==> src/sv/vdi_pkg.sv <==
// shared types and constants for the vertex dedup indexer
// no dependencies; used by every module of the block
package vdi_pkg;

    localparam int DEF_TABLE_ENTRIES = 1024;
    localparam int WORD_W            = 32;
    localparam int KEY_W             = 2 * WORD_W;
    localparam int INDEX_W           = 10;

    typedef enum logic [1:0] {
        ST_FOUND = 2'd0,
        ST_NEW   = 2'd1,
        ST_FULL  = 2'd2
    } status_t;

    // one vertex as four 64-bit keys, first word in the upper half
    typedef struct packed {
        logic [KEY_W-1:0] pos_xy;
        logic [KEY_W-1:0] pos_z_tex_u;
        logic [KEY_W-1:0] tex_v_norm_x;
        logic [KEY_W-1:0] norm_yz;
    } key_t;

endpackage

==> src/sv/vdi_cmp_unit.sv <==
// shared compare unit: bit-exact equality of a probe vertex and a stored entry
// depends on vdi_pkg (key_t)
module vdi_cmp_unit (
    input  vdi_pkg::key_t probe,
    input  vdi_pkg::key_t entry,
    output logic          match
);

    logic [3:0] key_eq;

    // raw bit compare, so +0/-0 differ and equal NaN patterns match
    assign key_eq[0] = (probe.pos_xy       == entry.pos_xy);
    assign key_eq[1] = (probe.pos_z_tex_u  == entry.pos_z_tex_u);
    assign key_eq[2] = (probe.tex_v_norm_x == entry.tex_v_norm_x);
    assign key_eq[3] = (probe.norm_yz      == entry.norm_yz);

    assign match = &key_eq;

endmodule

==> config.mk <==
export PLATFORM = sky130hd
export DESIGN_NAME = vdi_cmp_unit
export DESIGN_NICKNAME = d
export VERILOG_FILES = /design/src/sv/vdi_pkg.sv /design/src/sv/vdi_cmp_unit.sv
export SDC_FILE = /design/constraint.sdc
export NUM_CORES = 1
export LEC_CHECK = 0
export BUFFER_PORTS_ARGS = -buffer_cell sky130_fd_sc_hd__buf_4
export CORE_AREA = 3 3 201 203
export DETAILED_ROUTE_END_ITERATION = 10
export DIE_AREA = 0 0 204 206
export PLACE_DENSITY_LB_ADDON = 0.3
export SETUP_SLACK_MARGIN = 0.2
export SYNTH_ARGS = -nofsm -noshare
export SYNTH_HDL_FRONTEND = slang
export SYNTH_SLANG_ARGS = --single-unit
==> constraint.sdc <==
create_clock -name vclk -period 1.1
set_input_delay 0.11 -clock vclk [all_inputs]
set_output_delay 0.11 -clock vclk [all_outputs]
set_load 0.05 [all_outputs]
# Word-level counts from Yosys, hierarchy flattened
# Index checks and enable logic that the tools add are counted.
# classes
eq_ne	4
n_reduce_logical	1
# ops
cell	n
$eq A64 B64 Y1	4
$reduce_and A4 Y1	1
# word_totals
out_inout_bits	1
in_bits	512
reg_bits	0

# Longest topological paths before layout
# Gate-level depths: netlist (run 1).
# logic_depth
word_depth	2
depth_mapped	5
depth_no_buf	5

# Worst setup path after synthesis (run 1)
# Ideal clock, no wire load.
# synth_path
kind	input to output
startpoint	in entry[164] (netlist bit)
endpoint	out match
t_arrival_ps	1723
cell_stages	5
t_required_ps	990
path_buffers	0
setup_slack_ps	-733
cell_sequence	xnor2_1 -> nand4_1 -> nor4_2 -> nand4_1 -> nor4_2
# synth_between
elab_chain_len	2
# synth_lines
element	line_no	rtl
from (decl)	vdi_cmp_unit.sv:5	input vdi_pkg::key_t entry,
$eq A64 B64 Y1	vdi_cmp_unit.sv:13	assign key_eq[1] = (probe.pos_z_tex_u == entry.pos_z_tex_u);
$reduce_and A4 Y1	vdi_cmp_unit.sv:17	assign match = &key_eq;
to (decl)	vdi_cmp_unit.sv:6	output logic match
# No other way between the ends.

# Final worst setup path (run 1)
# layout_path
startpoint	in probe[72] (netlist bit)
endpoint	out match
# layout_between
elab_chain_len	2
# layout_lines
element	line_no	rtl
from (decl)	vdi_cmp_unit.sv:4	input vdi_pkg::key_t probe,
$eq A64 B64 Y1	vdi_cmp_unit.sv:14	assign key_eq[2] = (probe.tex_v_norm_x == entry.tex_v_norm_x);
$reduce_and A4 Y1	vdi_cmp_unit.sv:17	
# No other way between the ends.

==> run_results.csv, run 1 <==
group,metric,value,unit
run_status,outcome,"finished, violations left",
run_status,violations,"negative setup slack",
logic_synthesis,synth_nets,853,
finish,drive_gt1_share,65.5,%
timing,fin_ws,-0.902,ns
finish,ff_latch_area,0,sq um
worst_setup_path,critPathMaxFanout,1,
route,routed_wl,19.4,mm
die,die_width,204,um
logic_synthesis,synth.area.top_cells,"xnor2_1 80%, nand4_1 15%, nor4_1 3.4%",
finish,areaGrowthSynthToFinish,180,%
route,dr.pass1.iters,4,
die,start_util,7.21,%
worst_setup_path,worstPathArrival,1.89,ns
timing,setup_violations,1,
placement,dp_hpwl,18.4,mm
die,rows,72,
power_and_ir_drop,p_per_area,362,nW/um^2
timing,slew_viol_final,0,
placement,port_buffers,513,
clock_tree,postCtsSetupRepairBufs,0,
global_routing,antenna_found_initial,0,
worst_setup_path,critical_path.cell_chain,"buf_6 > xnor2_2 > nand4_1 > nor4_4 > buf_4 > nand4_1 > buf_4 > nor4_4 > buf_6",
power_and_ir_drop,clkPwrFrac,0,%
finish,design_area,7810,sq um
global_routing,grt_max_degree,2,
route,avgViaCountPerCell,3.18,
worst_setup_path,critPathKind,"in2out",
die,die_area,42000,sq um
worst_setup_path,cp.required,0.99,ns
clock_tree,cts_hold_buf,0,
power_and_ir_drop,switching_share,31.7,%
power_and_ir_drop,intPower,1.93,mW
timing,fmax,499,MHz
worst_setup_path,start_kind,"primary input",
power_and_ir_drop,net-switching-power,0.896,mW
power_and_ir_drop,p_seq_share,0,%
route,antenna_left,0,
worst_hold_path,hold_path_class,"in2out",
worst_setup_path,max_stage_delay,0.38,ns
global_routing,grt_first_pass_wirelength,25.7,mm
placement,gp_congestion,0.773,
placement,placed_cell_area,7440,sq um
die,core_area,38600,sq um
logic_synthesis,avgSynthCellArea,8.17,sq um
route,drc_errors,0,
power_and_ir_drop,total_power,2.83,mW
route,first_iter_violations,79,
worst_hold_path,min_from,"probe[54]",
finish,fillCellCount,4317,
power_and_ir_drop,combPwrFrac,100.0,%
timing,rsz0062_at_grt,"yes",
die,fp.dieH,206,um
worst_setup_path,slowest_stage,"nor4_4",
power_and_ir_drop,p_leak,3.34,nW
finish,layout.cells.most_common,"buf_4",
logic_synthesis,synth_cell_types,4,
logic_synthesis,synth_top_area_cell,"xnor2_1",
worst_setup_path,setup.worst_path.start,"probe[72]",
finish,n_sequential_cell,0,
global_routing,grt_overflow,0,
worst_setup_path,critPathTopFamily,"simple AND/OR/NAND/NOR gates",
finish,finalNetCount,1379,
logic_synthesis,synthCells,341,
power_and_ir_drop,vdd_drop_max,115,uV
flow_run,cap_violations,0,
logic_synthesis,ys_seq_area_share,0,%
logic_synthesis,netlist_area,2790,sq um
global_routing,grt_pass1_vias,4770,
timing,timing.final.hold_violations,0,
logic_synthesis,synth_top_area_share,80.5,%
timing,worst_pin_slew,0.393,ns
worst_setup_path,path_buf_inv,4,
finish,nClkBuffers,0,
finish,n_antenna_cell,0,
route,vias,4400,
global_routing,globalRouteTotalUtil,7.92,%
finish,final_cell_mix,"499 x buf_4, 224 x xnor2_1, 68 x nand4_1",
timing,slew_headroom,73.5,%
timing,post-route-period-util,182,%
timing,layout_min_cycle_time,2.00,ns
die,ios,513,
logic_synthesis,yosys_warnings,0,
worst_setup_path,end_kind,"primary output",
route,wl_per_cell,14.1,um
[per-stage QoR]
stage	utilization, %	std cells	setup slack, ns	hold slack [ns]	setup TNS (ns)
final	20.2	1383	-0.902	0.856	-0.902
after floorplan	-	341	-0.457	0.554	-0.457
after global routing	20.2	1383	-1.05	0.902	-1.05
after CTS	19.8	1383	-0.976	0.877	-0.976
after detailed placement	19.3	1383	-1.33	0.905	-1.33
after global placement	19.3	1383	-1.31	0.893	-1.31
[power groups by stage]
stage | clock network, mW | registers [mW] | logic [mW]
floorplan | 0 | 0 | 0.914
global placement | 0 | 0 | 2.68
detailed placement | 0 | 0 | 2.70
CTS | 0 | 0 | 2.80
global route | 0 | 0 | 3.06
finish | 0 | 0 | 2.83
[cell type report]
class | count | area (sq um) | share of cell area (%)
well taps | 518 | 648 | 8.30
repair buffers | 524 | 4030 | 51.6
multi-input cells | 341 | 3130 | 40.1
[cell usage after synthesis]
master and instances:
xnor2_1 256, nand4_1 68, nor4_1 15, nor4_2 2
[worst paths after layout]
kind / end / slack [ns] / cells past startpoint
max: match / -0.90 / 9
min: match / 0.86 / 7
[layer usage]
metal | vias up | share of wire [%] | global-route usage [%]
met5 | - | 0 | 0
met4 | 0 | 0.38 | 0.295
met3 | 6 | 8.6 | 1.40
met2 | 232 | 57 | 16.4
met1 | 1921 | 34 | 8.76
li1 | 2241 | - | -
[cells by family (layout without fill, tap and decap cells)]
kind of cell,Yosys count,after routing,synth area share (%)
XOR/XNOR,256,256,80.5
AND/OR/NAND/NOR,85,85,19.5
buffers and inverters,0,524,0
[timing repair]
item	CTS	global route
pin swaps	27	14
endpoints found under the setup margin	1	1
gates resized for setup	37	25
Power figures use the tool's default switching activity.
==> run 2: changes to the inputs <==
CELL_PAD_IN_SITES_DETAIL_PLACEMENT = 1   (was default)
CELL_PAD_IN_SITES_GLOBAL_PLACEMENT = 1   (was default)
CORE_AREA = 3 3 199 201   (was 3 3 201 203)
DIE_AREA = 0 0 202 204   (was 0 0 204 206)
clock period = 2 ns   (was 1.1 ns; I/O delays follow)
==> run_results.csv, run 2 (synthesis gave the netlist of run 1 again) <==
group,metric,value,unit
die,ios,513,
worst_setup_path,critPathKind,"in2out",
worst_setup_path,cp.required,1.80,ns
route,dr.pass1.iters,4,
worst_setup_path,slowest_stage,"nor4_4",
worst_setup_path,max_stage_delay,0.33,ns
timing,fin_ws,-0.0708,ns
timing,slew_headroom,77.9,%
die,core_area,37800,sq um
timing,rsz0062_at_grt,"yes",
finish,nClkBuffers,0,
worst_setup_path,path_buf_inv,4,
finish,final_util,20.0,%
global_routing,grt_max_degree,2,
placement,dp_worst_setup_slack,-0.462,ns
flow_run,cap_violations,0,
finish,n_antenna_cell,0,
run_status,violations,"negative setup slack",
timing,fmax,483,MHz
clock_tree,postCtsSetupRepairBufs,0,
finish,n_sequential_cell,0,
worst_setup_path,critical_path.cell_chain,"buf_8 > xnor2_4 > nand4_1 > nor4_4 > buf_4 > nand4_1 > buf_4 > nor4_4 > buf_6",
timing,setup_violations,1,
die,fp.dieH,204,um
run_status,outcome,"finished, violations left",
worst_setup_path,critPathTopFamily,"simple AND/OR/NAND/NOR gates",
power_and_ir_drop,total_power,1.51,mW
die,die_area,41200,sq um
timing,layout_min_cycle_time,2.07,ns
timing,worst_pin_slew,0.330,ns
placement,gp_congestion,0.788,
placement,dp_hpwl,20.9,mm
finish,ff_latch_area,0,sq um
die,rows,71,
route,antenna_left,0,
finish,final_cell_mix,"527 x buf_4, 249 x xnor2_1, 68 x nand4_1",
placement,port_buffers,513,
global_routing,grt_first_pass_wirelength,30.2,mm
power_and_ir_drop,vdd_drop_max,57.6,uV
power_and_ir_drop,p_per_area,200,nW/um^2
route,vias,4551,
finish,drive_gt1_share,62.5,%
die,start_util,7.38,%
worst_hold_path,hold_path_class,"in2out",
power_and_ir_drop,p_leak,3.20,nW
worst_setup_path,end_kind,"primary output",
worst_setup_path,start_kind,"primary input",
worst_setup_path,critPathMaxFanout,1,
global_routing,globalRouteTotalUtil,9.50,%
finish,finalNetCount,1385,
route,routed_wl,21.5,mm
finish,layout.cells.most_common,"buf_4",
timing,slew_viol_final,0,
timing,timing.final.hold_violations,0,
route,avgViaCountPerCell,3.29,
route,first_iter_violations,81,
finish,areaGrowthSynthToFinish,171,%
finish,final_cells,1382,
timing,post-route-period-util,104,%
route,wl_per_cell,15.6,um
placement,dp_cells,1382,
worst_setup_path,worstPathArrival,1.87,ns
route,drc_errors,0,
global_routing,grt_pass1_vias,5274,
global_routing,antenna_found_initial,0,
global_routing,grt_overflow,0,
die,die_width,202,um
-- run 2: changes by cell type in the layout (fill, tap and decap cells not counted), sizes merged --
cell  before  now
buf      524  530
-- run 2: worst min-delay path, cell delays in order --
cell and delay, ns:
buf_4 0.08, xnor2_1 0.05, nand4_1 0.07, nor4_1 0.05, nand4_1 0.06, buf_4 0.12
nor4_4 0.04, buf_6 0.15
-- run 2: path summary, 6_finish.rpt --
check,startpoint,endpoint,depth (start not counted)
worst max-delay path,probe[5],match,9
worst min-delay path,probe[141],match,8
-- run 2: final cells by class --
| type | count | area [sq um] |
|---|---|---|
| Tap cell | 511 | 639 |
| Multi-Input combinational cell | 341 | 2910 |
| Timing Repair Buffer | 530 | 3990 |
| Fill cell | 4610 | 30200 |
-- run 2: where the power goes --
group	switching [mW]	internal, mW	total (mW)
logic	0.483	1.02	1.51
registers	0	0	0
clock network	0	0	0
total	0.483	1.02	1.51
-- run 2: layer usage --
layer / share of wire, % / GRT usage, % / vias up / routed length [um]
met2: 57 / 19.9 / 275 / 12200
li1: - / - / 2253 / -
met1: 33 / 9.69 / 2013 / 7210
met5: 0 / 0 / - / 0
met3: 8.6 / 2.28 / 10 / 1850
met4: 1.3 / 1.02 / 0 / 274
-- run 2: what timing repair did --
item,4_1_cts,5_1_grt
resized for setup,17,2
endpoints found under the setup margin,1,1
hold buffers,0,0
pin swaps,8,4
-- run 2: through the flow --
step	setup TNS (ns)	instance area (sq um)	hold slack, ns
final	-0.0708	7540	1.03
after CTS	-0.104	7530	1.04
after global placement	-0.462	7410	1.08
after floorplan	0	2800	0.728
after detailed placement	-0.462	7410	1.08
after global routing	-0.207	7540	1.09
